[config.mk]
export PLATFORM = sky130hd
export DESIGN_NAME = top_level_comma_splitter_core_flat
export DESIGN_NICKNAME = d
export VERILOG_FILES = /design/src/tlcs_pkg.sv /design/src/tlcs_if.sv /design/src/tlcs_scan.sv /design/src/tlcs_fifo.sv /design/src/top_level_comma_splitter_core.sv /design/src/flat_wrapper.sv
export SDC_FILE = /design/constraint.sdc
export NUM_CORES = 1
export LEC_CHECK = 0
export CORE_MARGIN = 4
export CORE_UTILIZATION = 39
export CTS_BUF_LIST = sky130_fd_sc_hd__clkbuf_8
export CTS_CLUSTER_SIZE = 14
export DETAILED_ROUTE_END_ITERATION = 12
export DONT_BUFFER_PORTS = 1
export SYNTH_ARGS = -nofsm -noshare
export SYNTH_HDL_FRONTEND = slang
export SYNTH_SLANG_ARGS = --single-unit
[constraint.sdc]
create_clock -name clk -period 4.22 [get_ports clk]
set_input_delay 0.422 -clock clk [delete_from_list [all_inputs] [get_ports clk]]
set_output_delay 0.422 -clock clk [all_outputs]
set_load 0.01 [all_outputs]
[src/tlcs_pkg.sv]
// Package for the top-level comma splitter: character codes and result types.
// No dependencies; used by the interfaces, tlcs_scan, tlcs_fifo and the top level.
package tlcs_pkg;

    localparam logic [7:0] CH_SQUARE_OPEN  = 8'h5B;  // [
    localparam logic [7:0] CH_SQUARE_CLOSE = 8'h5D;  // ]
    localparam logic [7:0] CH_ROUND_OPEN   = 8'h28;  // (
    localparam logic [7:0] CH_ROUND_CLOSE  = 8'h29;  // )
    localparam logic [7:0] CH_CURLY_OPEN   = 8'h7B;  // {
    localparam logic [7:0] CH_CURLY_CLOSE  = 8'h7D;  // }
    localparam logic [7:0] CH_COMMA        = 8'h2C;
    localparam logic [7:0] CH_BACKSLASH    = 8'h5C;
    localparam logic [7:0] CH_DQUOTE       = 8'h22;
    localparam logic [7:0] CH_SQUOTE       = 8'h27;
    localparam logic [7:0] CH_SPACE        = 8'h20;
    localparam logic [7:0] CH_TAB          = 8'h09;
    localparam logic [7:0] CH_CR           = 8'h0D;
    localparam logic [7:0] CH_LF           = 8'h0A;
    localparam logic [7:0] NO_QUOTE        = 8'h00;

    localparam int FIELD_BITS = 16;

    typedef struct packed {
        logic [FIELD_BITS-1:0] part_offset;
        logic [FIELD_BITS-1:0] part_length;
        logic                  last_part;
    } part_t;

    // Up to two results per character, in order, count of valid entries.
    typedef struct packed {
        logic [1:0]      count;
        part_t [1:0]     part;
    } push_t;

endpackage

[src/tlcs_if.sv]
// Valid/ready channel interfaces for the comma splitter.
// Depends on tlcs_pkg for field widths.
interface tlcs_in_if;
    logic       valid;
    logic       ready;
    logic [7:0] char_code;
    logic       end_of_text;

    modport source (output valid, output char_code, output end_of_text, input ready);
    modport sink (input valid, input char_code, input end_of_text, output ready);
endinterface

interface tlcs_out_if;
    logic                            valid;
    logic                            ready;
    logic [tlcs_pkg::FIELD_BITS-1:0] part_offset;
    logic [tlcs_pkg::FIELD_BITS-1:0] part_length;
    logic                            last_part;

    modport source (output valid, output part_offset, output part_length,
                    output last_part, input ready);
    modport sink (input valid, input part_offset, input part_length,
                  input last_part, output ready);
endinterface

[src/tlcs_scan.sv]
// Per-character scanner: nesting depths, quote tracking, trim bookkeeping.
// Produces zero, one or two results per accepted character. Depends on tlcs_pkg.
module tlcs_scan #(
    parameter longint unsigned MAX_TEXT_LEN = 65536,
    parameter int              DEPTH_BITS   = 16
) (
    input  logic            clk,
    input  logic            rst_n,
    input  logic            accept,
    input  logic [7:0]      char_code,
    input  logic            end_of_text,
    output tlcs_pkg::push_t push
);

    localparam int POS_BITS = $clog2(MAX_TEXT_LEN);
    localparam int LEN_BITS = POS_BITS + 1;
    localparam logic [POS_BITS-1:0] POS_LAST = POS_BITS'(MAX_TEXT_LEN - 1);
    localparam logic [LEN_BITS-1:0] TEXT_LEN = LEN_BITS'(MAX_TEXT_LEN);
    localparam logic signed [DEPTH_BITS-1:0] DEPTH_MAX = {1'b0, {(DEPTH_BITS-1){1'b1}}};
    localparam logic signed [DEPTH_BITS-1:0] DEPTH_MIN = {1'b1, {(DEPTH_BITS-1){1'b0}}};

    typedef logic signed [DEPTH_BITS-1:0] depth_t;
    typedef logic [POS_BITS-1:0]          pos_t;

    depth_t     sq_reg, sq_next;
    depth_t     rd_reg, rd_next;
    depth_t     cu_reg, cu_next;
    logic [7:0] quote_reg, quote_next;
    logic       esc_reg, esc_next;
    pos_t       pos_reg, pos_next;
    pos_t       first_reg, first_next;
    pos_t       last_reg, last_next;
    logic       seen_reg, seen_next;

    pos_t       pos_inc;
    logic       split;
    logic       is_blank;

    function automatic depth_t depth_up(depth_t d);
        return (d == DEPTH_MAX) ? d : d + depth_t'(1);
    endfunction

    function automatic depth_t depth_down(depth_t d);
        return (d == DEPTH_MIN) ? d : d - depth_t'(1);
    endfunction

    function automatic tlcs_pkg::part_t make_part(logic seen, pos_t first, pos_t last,
                                                  pos_t past_end, logic final_part);
        tlcs_pkg::part_t     r;
        logic [LEN_BITS-1:0] span;
        // length = last - first + 1 modulo the text length
        span = {1'b0, last} - {1'b0, first} + LEN_BITS'(1);
        if (last < first)
        begin
            span = span + TEXT_LEN;
        end
        if (span == TEXT_LEN)
        begin
            span = '0;
        end
        r.last_part = final_part;
        if (seen)
        begin
            r.part_offset = tlcs_pkg::FIELD_BITS'(first);
            r.part_length = tlcs_pkg::FIELD_BITS'(span);
        end
        else
        begin
            r.part_offset = tlcs_pkg::FIELD_BITS'(past_end);
            r.part_length = '0;
        end
        return r;
    endfunction

    always_comb
    begin
        sq_next    = sq_reg;
        rd_next    = rd_reg;
        cu_next    = cu_reg;
        quote_next = quote_reg;
        esc_next   = esc_reg;
        first_next = first_reg;
        last_next  = last_reg;
        seen_next  = seen_reg;
        split      = 1'b0;
        pos_inc    = (pos_reg == POS_LAST) ? '0 : pos_reg + pos_t'(1);
        is_blank   = (char_code == tlcs_pkg::CH_SPACE) || (char_code == tlcs_pkg::CH_TAB) ||
                     (char_code == tlcs_pkg::CH_CR) || (char_code == tlcs_pkg::CH_LF);
        push       = '0;

        if (quote_reg != tlcs_pkg::NO_QUOTE)
        begin
            priority if (esc_reg)
            begin
                esc_next = 1'b0;
            end
            else if (char_code == tlcs_pkg::CH_BACKSLASH)
            begin
                esc_next = 1'b1;
            end
            else if (char_code == quote_reg)
            begin
                quote_next = tlcs_pkg::NO_QUOTE;
            end
        end
        else
        begin
            unique case (char_code)
                tlcs_pkg::CH_DQUOTE, tlcs_pkg::CH_SQUOTE: quote_next = char_code;
                tlcs_pkg::CH_SQUARE_OPEN:  sq_next = depth_up(sq_reg);
                tlcs_pkg::CH_SQUARE_CLOSE: sq_next = depth_down(sq_reg);
                tlcs_pkg::CH_ROUND_OPEN:   rd_next = depth_up(rd_reg);
                tlcs_pkg::CH_ROUND_CLOSE:  rd_next = depth_down(rd_reg);
                tlcs_pkg::CH_CURLY_OPEN:   cu_next = depth_up(cu_reg);
                tlcs_pkg::CH_CURLY_CLOSE:  cu_next = depth_down(cu_reg);
                tlcs_pkg::CH_COMMA:
                    split = (sq_reg == '0) && (rd_reg == '0) && (cu_reg == '0);
                default: ;
            endcase
        end

        if (split)
        begin
            push.part[0] = make_part(seen_reg, first_reg, last_reg, pos_reg, 1'b0);
            push.count   = 2'd1;
            seen_next    = 1'b0;
            first_next   = '0;
            last_next    = '0;
        end
        else if (!is_blank)
        begin
            if (!seen_reg)
            begin
                first_next = pos_reg;
                seen_next  = 1'b1;
            end
            last_next = pos_reg;
        end

        pos_next = pos_inc;
        if (end_of_text)
        begin
            push.part[split] = make_part(seen_next, first_next, last_next, pos_inc, 1'b1);
            push.count       = split ? 2'd2 : 2'd1;
            sq_next    = '0;
            rd_next    = '0;
            cu_next    = '0;
            quote_next = tlcs_pkg::NO_QUOTE;
            esc_next   = 1'b0;
            pos_next   = '0;
            first_next = '0;
            last_next  = '0;
            seen_next  = 1'b0;
        end

        if (!accept)
        begin
            push.count = 2'd0;
        end
    end

    always_ff @(posedge clk or negedge rst_n)
    begin
        if (!rst_n)
        begin
            sq_reg    <= '0;
            rd_reg    <= '0;
            cu_reg    <= '0;
            quote_reg <= tlcs_pkg::NO_QUOTE;
            esc_reg   <= 1'b0;
            pos_reg   <= '0;
            first_reg <= '0;
            last_reg  <= '0;
            seen_reg  <= 1'b0;
        end
        else if (accept)
        begin
            sq_reg    <= sq_next;
            rd_reg    <= rd_next;
            cu_reg    <= cu_next;
            quote_reg <= quote_next;
            esc_reg   <= esc_next;
            pos_reg   <= pos_next;
            first_reg <= first_next;
            last_reg  <= last_next;
            seen_reg  <= seen_next;
        end
    end

    // end of text returns the scanner to a clean start
    a_end_clears: assert property (@(posedge clk) disable iff (!rst_n)
        accept && end_of_text |=> pos_reg == '0 && !seen_reg && quote_reg == tlcs_pkg::NO_QUOTE)
        else $error("scanner state not cleared after end of text");

    // two results only when a splitting comma ends the text
    a_two_results: assert property (@(posedge clk) disable iff (!rst_n)
        push.count == 2'd2 |-> push.part[1].last_part && !push.part[0].last_part)
        else $error("bad ordering of paired results");

    // nothing splits inside quotes
    a_no_split_quoted: assert property (@(posedge clk) disable iff (!rst_n)
        accept && quote_reg != tlcs_pkg::NO_QUOTE && !end_of_text |-> push.count == 2'd0)
        else $error("split inside a quoted span");

endmodule

[src/tlcs_fifo.sv]
// Four-entry result buffer: takes up to two results per cycle given room, sends one on ready.
// Depends on tlcs_pkg and tlcs_out_if.
module tlcs_fifo (
    input  logic              clk,
    input  logic              rst_n,
    input  tlcs_pkg::push_t   push,
    output logic              room,
    tlcs_out_if.source        out_ch
);

    localparam int DEPTH    = 4;
    localparam int PTR_BITS = $clog2(DEPTH);
    localparam int CNT_BITS = PTR_BITS + 1;

    tlcs_pkg::part_t         mem [DEPTH];
    logic [PTR_BITS-1:0]     wr_ptr_reg, wr_ptr_next;
    logic [PTR_BITS-1:0]     rd_ptr_reg, rd_ptr_next;
    logic [CNT_BITS-1:0]     count_reg, count_next;
    logic                    pop;

    assign pop    = out_ch.valid && out_ch.ready;
    assign room   = count_reg <= CNT_BITS'(DEPTH - 2);

    assign out_ch.valid       = count_reg != '0;
    assign out_ch.part_offset = mem[rd_ptr_reg].part_offset;
    assign out_ch.part_length = mem[rd_ptr_reg].part_length;
    assign out_ch.last_part   = mem[rd_ptr_reg].last_part;

    always_comb
    begin
        wr_ptr_next = wr_ptr_reg + PTR_BITS'(push.count);
        rd_ptr_next = rd_ptr_reg + PTR_BITS'(pop);
        count_next  = count_reg + CNT_BITS'(push.count) - CNT_BITS'(pop);
    end

    always_ff @(posedge clk or negedge rst_n)
    begin
        if (!rst_n)
        begin
            wr_ptr_reg <= '0;
            rd_ptr_reg <= '0;
            count_reg  <= '0;
        end
        else
        begin
            wr_ptr_reg <= wr_ptr_next;
            rd_ptr_reg <= rd_ptr_next;
            count_reg  <= count_next;
        end
    end

    always_ff @(posedge clk)
    begin
        if (push.count != 2'd0)
        begin
            mem[wr_ptr_reg] <= push.part[0];
        end
        if (push.count == 2'd2)
        begin
            mem[wr_ptr_reg + PTR_BITS'(1)] <= push.part[1];
        end
    end

    a_no_overflow: assert property (@(posedge clk) disable iff (!rst_n)
        push.count != 2'd0 |-> count_reg <= CNT_BITS'(DEPTH - 2))
        else $error("result buffer written without room");

    a_count_bound: assert property (@(posedge clk) disable iff (!rst_n)
        count_reg <= CNT_BITS'(DEPTH))
        else $error("result buffer count out of range");

    // a waiting output transaction is not withdrawn
    a_hold_valid: assert property (@(posedge clk) disable iff (!rst_n)
        out_ch.valid && !out_ch.ready |=> out_ch.valid)
        else $error("output valid dropped while stalled");

endmodule

[src/top_level_comma_splitter_core.sv]
// Top level of the comma splitter: scanner plus result buffer.
// Depends on tlcs_pkg, tlcs_if, tlcs_scan and tlcs_fifo.
//
// Takes one character per cycle and splits the text at commas that sit outside
// quotes and outside all brackets, reporting each trimmed part as offset and
// length. A character is accepted every clock while the four-entry result
// buffer has two free slots; characters that close no part or close one part
// keep that rate indefinitely while the consumer is ready. A comma that is
// also the final character makes two transactions on the output, which drain
// one per cycle while the consumer is ready, so the input stalls when two such
// pairs come close together, and while the consumer holds off. With the buffer
// empty, an accepted character's result is on the output in the next cycle.
module top_level_comma_splitter_core #(
    parameter longint unsigned MAX_TEXT_LEN = 65536,
    parameter int              DEPTH_BITS   = 16
) (
    input  logic        clk,
    input  logic        rst_n,
    tlcs_in_if.sink     in_ch,
    tlcs_out_if.source  out_ch
);

    tlcs_pkg::push_t push;
    logic            room;
    logic            accept;

    assign in_ch.ready = room;
    assign accept      = in_ch.valid && room;

    tlcs_scan #(
        .MAX_TEXT_LEN (MAX_TEXT_LEN),
        .DEPTH_BITS   (DEPTH_BITS)
    ) u_scan (
        .clk         (clk),
        .rst_n       (rst_n),
        .accept      (accept),
        .char_code   (in_ch.char_code),
        .end_of_text (in_ch.end_of_text),
        .push        (push)
    );

    tlcs_fifo u_fifo (
        .clk    (clk),
        .rst_n  (rst_n),
        .push   (push),
        .room   (room),
        .out_ch (out_ch)
    );

endmodule
[src/flat_wrapper.sv]
// flat-port wrapper written by rule: the top's interface ports become plain ports
module top_level_comma_splitter_core_flat 
#(
    parameter longint unsigned MAX_TEXT_LEN = 65536,
    parameter int              DEPTH_BITS   = 16
)
  (clk, rst_n, in_ch_valid, in_ch_char_code, in_ch_end_of_text, in_ch_ready, out_ch_valid, out_ch_part_offset, out_ch_part_length, out_ch_last_part, out_ch_ready);
  tlcs_in_if in_ch_i ();
  tlcs_out_if out_ch_i ();
  input  logic clk;
  input  logic rst_n;
  input wire logic [$bits(in_ch_i.valid)-1:0] in_ch_valid;
  input wire logic [$bits(in_ch_i.char_code)-1:0] in_ch_char_code;
  input wire logic [$bits(in_ch_i.end_of_text)-1:0] in_ch_end_of_text;
  output wire logic [$bits(in_ch_i.ready)-1:0] in_ch_ready;
  output wire logic [$bits(out_ch_i.valid)-1:0] out_ch_valid;
  output wire logic [$bits(out_ch_i.part_offset)-1:0] out_ch_part_offset;
  output wire logic [$bits(out_ch_i.part_length)-1:0] out_ch_part_length;
  output wire logic [$bits(out_ch_i.last_part)-1:0] out_ch_last_part;
  input wire logic [$bits(out_ch_i.ready)-1:0] out_ch_ready;
  assign in_ch_i.valid = in_ch_valid;
  assign in_ch_i.char_code = in_ch_char_code;
  assign in_ch_i.end_of_text = in_ch_end_of_text;
  assign in_ch_ready = in_ch_i.ready;
  assign out_ch_valid = out_ch_i.valid;
  assign out_ch_part_offset = out_ch_i.part_offset;
  assign out_ch_part_length = out_ch_i.part_length;
  assign out_ch_last_part = out_ch_i.last_part;
  assign out_ch_i.ready = out_ch_ready;
  top_level_comma_splitter_core #(.MAX_TEXT_LEN(MAX_TEXT_LEN), .DEPTH_BITS(DEPTH_BITS)) u_core (.clk(clk), .rst_n(rst_n), .in_ch(in_ch_i), .out_ch(out_ch_i));
endmodule
==> impl_metrics.py, run 1 <==
metrics = {
    "run_status": {
        "outcome": "completed",
    },
    "timing": {
        "min_period_ns": 4.083,
        "grt_setup_unrepaired": "yes",
        "fin_setup_tns_ns": 0,
        "tightest_slew_ns": 0.9890,
        "hold_viol": 0,
        "finalSetupViolCount": 0,
        "post-route-period-util_pct": 96.74,
        "slew_headroom_pct": 33.50,
        "setup_slack_ns": 0.1375,
        "fin_skew_ns": 0.06361,
        "slew_violations": 0,
        "clock.fmax_mhz": 244.9,
    },
    "logic_synthesis": {
        "synthCells": 1671,
        "synth_ff_type": "edfxtp_1",
        "syn_avg_cell_area_um2": 9.935,
        "synth_mux_area_share_pct": 6.624,
        "ys_types": 74,
        "synth_top_family_by_area": "compound AO/OA/AOI/OAI gates",
        "syn_nets": 1814,
        "synth_compound_area_share_pct": 18.00,
        "synth_area_mm2": 0.01660,
        "synthAdderAreaFrac_pct": 10.70,
        "synth_edf_count": 132,
        "yosysSeqAreaShare_pct": 40.91,
        "synth_xor_area_share_pct": 4.642,
        "synthArstFlopShare_pct": 46.12,
        "synth-simple-area-share_pct": 15.05,
        "ys_seq_elements": 245,
        "yosysWarningCount": 0,
    },
    "cells_and_area": {
        "fill_cells": 4012,
        "regMostFlops": "u_core.u_fifo.mem",
        "num_antenna_cells": 0,
        "area_delta_synth_final_pct": 16.26,
        "largest_register_ffs": 132,
        "finalNonFillerCells": 2335,
        "final_cell_mix": "nor2_1, nand2_1, edfxtp_1, buf_4, dfrtp_1",
        "drive_above_1_share_pct": 18.26,
        "fin_nets": 1904,
        "final_common_cell": "nor2_1",
    },
    "drt": {
        "drc": 0,
        "vias": 13350,
        "drtAntennaViolNets": 0,
        "drtIter0Drc": 986,
        "met2_length_um": 22610,
        "wl_met1_um": 20060,
        "wl_met3_um": 2770,
        "drt-pass1-iter-count": 6,
        "routed_wl_um": 46520,
        "routedWlPerCell_um": 19.92,
        "highest_layer": "met4",
        "via_per_inst": 5.716,
    },
    "global_route": {
        "grt_max_degree": 114,
        "grt_pass1_wl_um": 74390,
        "antenna_found_initial": 0,
        "grt_overflow": 0,
        "grt_pass1_vias": 13450,
        "track_usage_pct": 20.00,
    },
    "clocking": {
        "clock_latency_ns": 0.63,
        "cts_tree": "built",
        "cts.sinks": 245,
        "clkTransAtPathRegs_ns": 0.06,
        "clk_root_buffer_cell": "clkbuf_8",
        "cts_buffers": 44,
        "h-tree-depth": 2,
        "clockBufferDepth": 3,
    },
    "critical_path": {
        "worst_setup_path_end_kind": "flip-flop",
        "worstPathMaxFanout": 8,
        "arrival_ns": 4.43,
        "path_class": "flip-flop to flip-flop",
        "required_ns": 4.57,
        "critPathLaunchType": "flip-flop",
    },
    "floorplanning": {
        "core-area_mm2": 0.04204,
        "row_count": 75,
        "ioPinCount": 48,
        "die_x_um": 214.3,
        "die-area_mm2": 0.04594,
        "die_h_um": 214.3,
        "floorplan.initialDensity_pct": 39.49,
    },
    "power_and_ir_drop": {
        "p_leak_uw": 0.008062,
        "switchingPower_uw": 4153,
        "pwr-share-clk_pct": 22.4,
        "switching_share_pct": 38.22,
        "p_int_uw": 6711,
        "p_total_uw": 10860,
        "seqPwrFrac_pct": 29.7,
        "combPwrFrac_pct": 47.8,
        "vdd_drop_max_uv": 292.1,
        "powerDensity_mw_per_mm2": 562.8,
    },
    "placement": {
        "io_buffers": 0,
        "gp_congestion": 0.8999,
        "dp_slack_ns": -0.1163,
        "dp_hpwl_um": 32460,
        "place_inst": 2244,
    },
    "min_path": {
        "hold_path_class": "primary input to flip-flop",
    },
    "run": {
        "drv_cap": 0,
    },
}
==> worst paths after layout <==
check	from	end	slack, ns	cells after the start
hold / removal	in_ch_end_of_text	u_core.u_scan.quote_reg[1]	0.08	2
hold reg to reg	u_core.u_scan.first_reg[12]	u_core.u_scan.first_reg[12]	0.48	2
setup reg to reg	u_core.u_scan.rd_reg[11]	u_core.u_fifo.mem[1][15]	0.14	18
min in group asynchronous	rst_n	u_core.u_fifo.rd_ptr_reg[1]	0.42	2
max in group asynchronous	rst_n	u_core.u_scan.cu_reg[5]	3.30	2
setup / recovery	u_core.u_scan.rd_reg[11]	u_core.u_fifo.mem[1][15]	0.14	18
==> synth_stat cells, types with 14 or more instances <==
| cell | count | share of area [%] |
|---|---|---|
| o31ai_1 | 19 | 0.86 |
| xnor2_1 | 39 | 2.1 |
| o21ai_0 | 96 | 2.9 |
| clkbuf_1 | 68 | 1.5 |
| nand4_1 | 18 | 0.68 |
| nand3_1 | 25 | 0.75 |
| a22oi_1 | 53 | 2.4 |
| a21o_1 | 17 | 0.77 |
| a22o_1 | 28 | 1.5 |
| inv_1 | 78 | 1.8 |
| mux2i_1 | 21 | 1.3 |
| edfxtp_1 | 132 | 24 |
| nor3_1 | 36 | 1.1 |
| a21oi_1 | 77 | 2.3 |
| nand2b_1 | 20 | 0.75 |
| nand2_1 | 148 | 3.3 |
| nor2_1 | 182 | 4.1 |
| xor2_1 | 49 | 2.6 |
| and2_1 | 20 | 0.75 |
| o211ai_1 | 14 | 0.63 |
| mux4_2 | 33 | 4.5 |
| ha_1 | 110 | 8.3 |
| fa_1 | 20 | 2.4 |
| dfrtp_1 | 113 | 17 |
| and3_1 | 19 | 0.72 |
| nor4_1 | 16 | 0.60 |
| o22ai_1 | 45 | 1.7 |
==> area by class of cell <==
| cell class | count | area, um2 | share of cell area [%] |
|---|---|---|---|
| Clock buffer | 48 | 660.6 | 3.423 |
| Clock inverter | 33 | 286.5 | 1.484 |
| Inverter | 78 | 295.3 | 1.530 |
| Multi-Input combinational cell | 1257 | 9444 | 48.93 |
| Sequential cell | 245 | 6793 | 35.19 |
| Tap cell | 539 | 674.4 | 3.494 |
| Timing Repair Buffer | 135 | 1149 | 5.951 |
==> stage by stage <==
step	instance area, um2	util (%)	hold WS [ns]
6_report	19300	45.91	0.08228
5_1_grt	19300	45.91	0.06471
4_1_cts	19050	45.31	0.03277
3_5_place_dp	18010	42.85	0.1355
3_3_place_gp	18010	42.85	0.1365
2_1_floorplan	16680	-	0.1264
==> cell families after synthesis <==
group,Yosys count
simple gates,534
compound gates,438
flops,245
buf+inv,169
fa+ha+maj,130
xor+xnor,88
mux,67
==> power groups by stage <==
stage	clock, uW	combinational [uW]	sequential (uW)
after floorplan	0	3760	3140
after global placement	0	4820	3260
after detailed placement	0	4870	3270
after CTS	2500	4940	3230
after global routing	2610	5680	3260
final	2440	5200	3230
==> layer usage <==
metal	up-vias	GRT usage, %
met5	-	0
met4	0	6.181
met3	66	4.464
met2	387	33.78
met1	6549	25.75
li1	6344	-
==> worst max-delay path, stage by stage (launching register included) <==
cell and delay [ns]:
dfrtp_1 0.39, nor4_2 0.29, nand4_1 0.24, nor4_4 0.35, nand3_2 0.16, buf_6 0.17, o211ai_1 0.15, ha_2 0.26
inv_2 0.04, fa_1 0.47, nand2b_1 0.10, a21o_1 0.18, buf_6 0.11, nand4_1 0.12, nor3_4 0.25, nor3_2 0.08
o21a_1 0.18, o21ai_2 0.17, a21oi_1 0.10
==> repair_timing <==
item,CTS,global route
endpoints found under the hold margin,138,0
pin swaps,1,50
endpoints found under the setup margin,16,57
hold buffers,5,0
gates cloned,0,1
setup buffers,0,4
gates resized for setup,2,52
Note: power is estimated with default switching activity, not from simulation.
==> inputs of run 2 (changes only) <==
==> constraint.sdc (replaced) <==
create_clock -name clk -period 4.7 [get_ports clk]
set_input_delay 0.47 -clock clk [delete_from_list [all_inputs] [get_ports clk]]
set_output_delay 0.47 -clock clk [all_outputs]
set_load 0.01 [all_outputs]
==> run 2 against run 1 <==
  * Clock skew is 0.038 ns lower
  * Total power fell by 16%
  * Count of clock-buffer cells in the layout stayed put
  * Non-clock buffer count fell by 82
  * Critical path type unchanged
  * Critical endpoint is now u_core.u_fifo.mem[0][27]
  * Highest routed layer unchanged
==> impl_metrics.py, run 2 (synthesis results as in run 1) <==
metrics = {
    "run_status": {
        "outcome": "completed",
    },
    "critical_path": {
        "timing.rr.start": "u_core.u_scan.rd_reg[3]",
        "worstSetupStartpoint": "u_core.u_scan.rd_reg[3]",
        "arrival_ns": 4.83,
        "required_ns": 5.03,
        "cpMostUsedCell": "buf_4",
        "path_cells": "nor4_1 -> nand4_1 -> nor4_4 -> nand3_2 -> buf_4 -> buf_4 -> ha_1 -> and3_1 -> nand3_1 -> and2_1 -> nand2_1 -> o21ai_0",
        "crit_slowest_cell": "nand3_1",
        "critPathLaunchType": "flip-flop",
        "worst_setup_path_end_kind": "flip-flop",
        "slowest_delay_ns": 0.65,
        "path_class": "flip-flop to flip-flop",
        "worstPathMaxFanout": 49,
    },
    "drt": {
        "via_per_inst": 5.779,
        "drt-pass1-iter-count": 5,
        "drtIter0Drc": 983,
        "drc": 0,
        "vias": 13050,
        "drtAntennaViolNets": 0,
        "routedWlPerCell_um": 20.03,
        "routed_wl_um": 45240,
    },
    "timing": {
        "fin_skew_ns": 0.02595,
        "tightest_slew_ns": 1.058,
        "hold_viol": 0,
        "grt_setup_unrepaired": "no",
        "finalSetupViolCount": 0,
        "slew_headroom_pct": 29.24,
        "clock.fmax_mhz": 222.2,
        "slew_violations": 0,
        "post-route-period-util_pct": 95.77,
        "fin_setup_tns_ns": 0,
        "setup_slack_ns": 0.1987,
        "min_period_ns": 4.501,
    },
    "power_and_ir_drop": {
        "p_total_uw": 9106,
        "powerDensity_mw_per_mm2": 497.2,
        "vdd_drop_max_uv": 257.2,
        "p_leak_uw": 0.007563,
    },
    "cells_and_area": {
        "final_cell_mix": "nor2_1, nand2_1, edfxtp_1, dfrtp_1, ha_1",
        "largest_register_ffs": 132,
        "final_common_cell": "nor2_1",
        "finalNonFillerCells": 2258,
        "regMostFlops": "u_core.u_fifo.mem",
        "drive_above_1_share_pct": 11.12,
        "fin_nets": 1824,
        "area_delta_synth_final_pct": 10.31,
        "fill_cells": 4019,
    },
    "placement": {
        "dp_slack_ns": 0.1259,
        "gp_congestion": 0.8886,
        "dp_hpwl_um": 30560,
        "io_buffers": 0,
        "place_inst": 2168,
    },
    "global_route": {
        "grt_pass1_vias": 12940,
        "track_usage_pct": 19.16,
        "antenna_found_initial": 0,
        "grt_pass1_wl_um": 71510,
        "grt_overflow": 0,
        "grt_max_degree": 114,
    },
    "floorplanning": {
        "floorplan.initialDensity_pct": 39.49,
        "die-area_mm2": 0.04594,
        "row_count": 75,
        "ioPinCount": 48,
        "die_x_um": 214.3,
        "die_h_um": 214.3,
        "core-area_mm2": 0.04204,
    },
    "clocking": {
        "post_cts_buffers": 0,
        "clock_latency_ns": 0.62,
        "cts_buffers": 46,
        "cts_tree": "built",
        "cts.sinks": 245,
        "clk_root_buffer_cell": "clkbuf_8",
        "clkTransAtPathRegs_ns": 0.06,
        "clockBufferDepth": 3,
        "h-tree-depth": 2,
    },
    "min_path": {
        "hold_path_class": "primary input to flip-flop",
        "hold_start": "in_ch_end_of_text",
    },
    "run": {
        "drv_cap": 0,
    },
}
run 2: power breakdown:
group	internal, uW	total, uW	switching [uW]
combinational	1790	4170	2380
sequential	2690	2920	225
clock	1060	2020	964
total	5530	9110	3570
run 2: routing by layer:
layer | vias to the layer above | routed length (um) | GRT usage, %
met1 | 6425 | 19330 | 24.92
met4 | 0 | 1530 | 7.348
met2 | 364 | 21890 | 32.18
li1 | 6185 | - | -
met5 | - | 0 | 0
met3 | 75 | 2478 | 3.174
run 2: cell type report:
cell class                      count  area, um2  area share [%]
Clock buffer                       48      660.6           3.607
Clock inverter                     37      209.0           1.141
Inverter                           78      292.8           1.599
Multi-Input combinational cell   1257       9231           50.41
Timing Repair Buffer               53      450.4           2.460
Sequential cell                   245       6793           37.09
Tap cell                          539      674.4           3.682
Antenna cell                        1      2.502         0.01366
run 2: final timing paths:
kind | cells after the start | endpoint | slack, ns
max | 12 | u_core.u_fifo.mem[0][27] | 0.20
min | 2 | u_core.u_scan.pos_reg[1] | 0.07
max reg2reg | 12 | u_core.u_fifo.mem[0][27] | 0.20
min reg2reg | 2 | u_core.u_scan.first_reg[12] | 0.48
max in group asynchronous | 2 | u_core.u_fifo.rd_ptr_reg[0] | 3.61
min in group asynchronous | 2 | u_core.u_scan.pos_reg[13] | 0.53
run 2: critical path: cells and delay by family, from the launching register on:
family	cells	cell delay (ns)
adders and majority gates	1	0.52
AOI/OAI and AO/OA	1	0.10
and+or+nand+nor	8	2.66
buffers and inverters	2	0.50
DFF	1	0.42
run 2: through the flow:
stage	hold slack [ns]	area (um2)	utilization, %
global route	0.05202	18310	43.56
floorplan	0.1744	16600	-
detailed placement	0.1886	17350	41.28
finish	0.06858	18310	43.56
CTS	0.008389	18280	43.48
global placement	0.1808	17350	41.28
run 2: timing repair:
| item | CTS | global route |
|---|---|---|
| endpoints found under the setup margin | 0 | 30 |
| resized for setup | 0 | 5 |
| hold buffers | 4 | 0 |
| endpoints found under the hold margin | 135 | 0 |
==> inputs of run 3 (changes only) <==
==> constraint.sdc (replaced) <==
create_clock -name clk -period 4.7 [get_ports clk]
set_input_delay 0.705 -clock clk [delete_from_list [all_inputs] [get_ports clk]]
set_output_delay 0.705 -clock clk [all_outputs]
set_load 0.01 [all_outputs]
==> run 3 against run 2 <==
  * Sequential share of layout area fell by 0.24 points
  * Total power up 1.5%
  * First-iteration DRC count is 12% lower
==> impl_metrics.py, run 3 (synthesis results as in run 1) <==
metrics = {
    "timing": {
        "post-route-period-util_pct": 94.74,
        "grt_setup_unrepaired": "no",
        "clock.fmax_mhz": 224.6,
        "min_period_ns": 4.453,
        "hold-worst-slack_ns": 0.01334,
        "finalSetupViolCount": 0,
        "fin_skew_ns": 0.03444,
        "slew_headroom_pct": 34.55,
        "hold_viol": 0,
        "setup_slack_ns": 0.2471,
        "slew_violations": 0,
        "tightest_slew_ns": 0.9570,
    },
    "critical_path": {
        "timing.rr.start": "u_core.u_scan.quote_reg[0]",
        "worstPathMaxFanout": 12,
        "cpMostUsedCell": "buf_4",
        "r2r-end": "u_core.u_fifo.mem[0][13]",
        "required_ns": 5.04,
        "slowest_delay_ns": 0.54,
        "worst_setup_path_end_kind": "flip-flop",
        "worstSetupStartpoint": "u_core.u_scan.quote_reg[0]",
        "r2r_slack_ns": 0.25,
        "reg2reg_depth": 17,
        "arrival_ns": 4.79,
        "crit_slowest_cell": "or4_1",
        "path_class": "flip-flop to flip-flop",
        "path_cells": "nor4_1 -> nand3_1 -> nor2_1 -> nand3_2 -> buf_4 -> o211ai_1 -> ha_1 -> ha_1 -> or4_1 -> a211oi_1 -> buf_4 -> nor3_1 -> nor3_1 -> xor2_1 -> a2bb2oi_1 -> buf_4 -> nor2_1",
        "critPathLaunchType": "flip-flop",
    },
    "cells_and_area": {
        "final_common_cell": "nor2_1",
        "num_antenna_cells": 0,
        "finalInstanceArea_mm2": 0.01843,
        "largest_register_ffs": 132,
        "final_cell_mix": "nor2_1, nand2_1, edfxtp_1, dfrtp_1, ha_1",
        "fin_nets": 1836,
        "area_delta_synth_final_pct": 11.03,
        "drive_above_1_share_pct": 12.09,
        "fill_cells": 4028,
        "regMostFlops": "u_core.u_fifo.mem",
    },
    "power_and_ir_drop": {
        "switching_share_pct": 38.61,
        "p_int_uw": 5674,
        "pwr-share-clk_pct": 22.7,
        "vdd_drop_max_uv": 248.2,
        "switchingPower_uw": 3569,
        "p_leak_uw": 0.007678,
        "powerDensity_mw_per_mm2": 501.4,
        "combPwrFrac_pct": 45.9,
        "seqPwrFrac_pct": 31.4,
    },
    "floorplanning": {
        "floorplan.initialDensity_pct": 39.49,
        "core-area_mm2": 0.04204,
        "die_h_um": 214.3,
        "ioPinCount": 48,
        "row_count": 75,
        "die-area_mm2": 0.04594,
        "die_x_um": 214.3,
    },
    "placement": {
        "dp_hpwl_um": 31350,
        "dp_slack_ns": -0.06289,
        "io_buffers": 0,
        "placedInstanceArea_mm2": 0.01748,
        "gp_congestion": 0.8974,
    },
    "drt": {
        "drtAntennaViolNets": 0,
        "via_per_inst": 5.790,
        "routedWlPerCell_um": 19.95,
        "drt-pass1-iter-count": 5,
        "routed_wl_um": 45240,
        "drc": 0,
        "drtIter0Drc": 864,
        "vias": 13130,
    },
    "global_route": {
        "grt_overflow": 0,
        "grt_pass1_wl_um": 72480,
        "track_usage_pct": 19.35,
        "grt_max_degree": 114,
        "grt_use_met3_pct": 2.593,
        "met1_usage_pct": 25.67,
        "antenna_found_initial": 0,
        "use_met2_pct": 33.22,
        "grt_pass1_vias": 13050,
        "grt-busiest-layer": "met2",
    },
    "clocking": {
        "clockBufferDepth": 3,
        "cts_tree": "built",
        "cts.sinks": 245,
        "h-tree-depth": 2,
        "post_cts_buffers": 0,
        "clock_latency_ns": 0.61,
        "clk_root_buffer_cell": "clkbuf_8",
        "clkTransAtPathRegs_ns": 0.06,
        "cts_buffers": 46,
    },
    "run_status": {
        "outcome": "completed",
    },
    "run": {
        "drv_cap": 0,
    },
    "min_path": {
        "hold_path_class": "primary input to asynchronous set/reset pin",
    },
}
## run 3: per-stage QoR
step | instances | util [%] | setup TNS, ns | power [uW]
5_1_grt | 2267 | 43.85 | 0 | 9840
4_1_cts | 2267 | 43.80 | 0 | 9302
3_5_place_dp | 2183 | 41.57 | -0.4218 | 7122
2_1_floorplan | 1671 | - | 0 | 6092
6_report | 2267 | 43.85 | 0 | 9243
3_3_place_gp | 2183 | 41.57 | -0.01156 | 7038
## run 3: how the worst max path moves through the flow
stage | cells after the start | slack, ns | to
2_1_floorplan | 22 | 0.003 | u_core.u_fifo.mem[2][16]
3_3_place_gp | 19 | -0.004 | u_core.u_fifo.mem[1][16]
3_5_place_dp | 17 | -0.06 | u_core.u_fifo.mem[0][13]
4_1_cts | 19 | 0.21 | u_core.u_fifo.mem[0][13]
5_1_grt | 17 | 0.003 | u_core.u_fifo.mem[0][13]
6_report | 17 | 0.25 | u_core.u_fifo.mem[0][13]
## run 3: area by class of cell
cell class	count	area [um2]	share of cell area [%]
timing repair buffer	65	545.5	2.959
inverter	78	292.8	1.588
clock buffer	50	688.2	3.733
sequential	245	6793	36.85
multi-input combinational	1257	9218	50.00
clock inverter	33	222.7	1.208
tap	539	674.4	3.658
## run 3: metal layers
metal | up-vias | share of wire [%]
met4 | 0 | 2.4
met5 | - | 0
met1 | 6473 | 43
met2 | 387 | 49
li1 | 6202 | -
met3 | 64 | 5.3
## run 3: worst max-delay path: cells and delay by family, from the launching register on
family / cells / cell delay (ns)
and+or+nand+nor: 8 / 1.98
xor gates and xnor gates: 1 / 0.19
DFF: 1 / 0.40
adders and majority gates: 2 / 0.49
buffers and inverters: 3 / 0.52
AOI/OAI and AO/OA: 3 / 0.62
## run 3: timing repair
action,4_1_cts,5_1_grt
hold buffers,1,0
endpoints found under the hold margin,113,0
setup endpoints to repair,0,8
gates resized for setup,0,3
## run 3: power by group through the flow
stage	Clock (uW)	Sequential, uW	Combinational [uW]
2_1_floorplan	0	2820	3270
3_3_place_gp	0	2930	4100
3_5_place_dp	0	2940	4180
4_1_cts	2170	2900	4230
5_1_grt	2250	2930	4660
6_report	2100	2900	4240
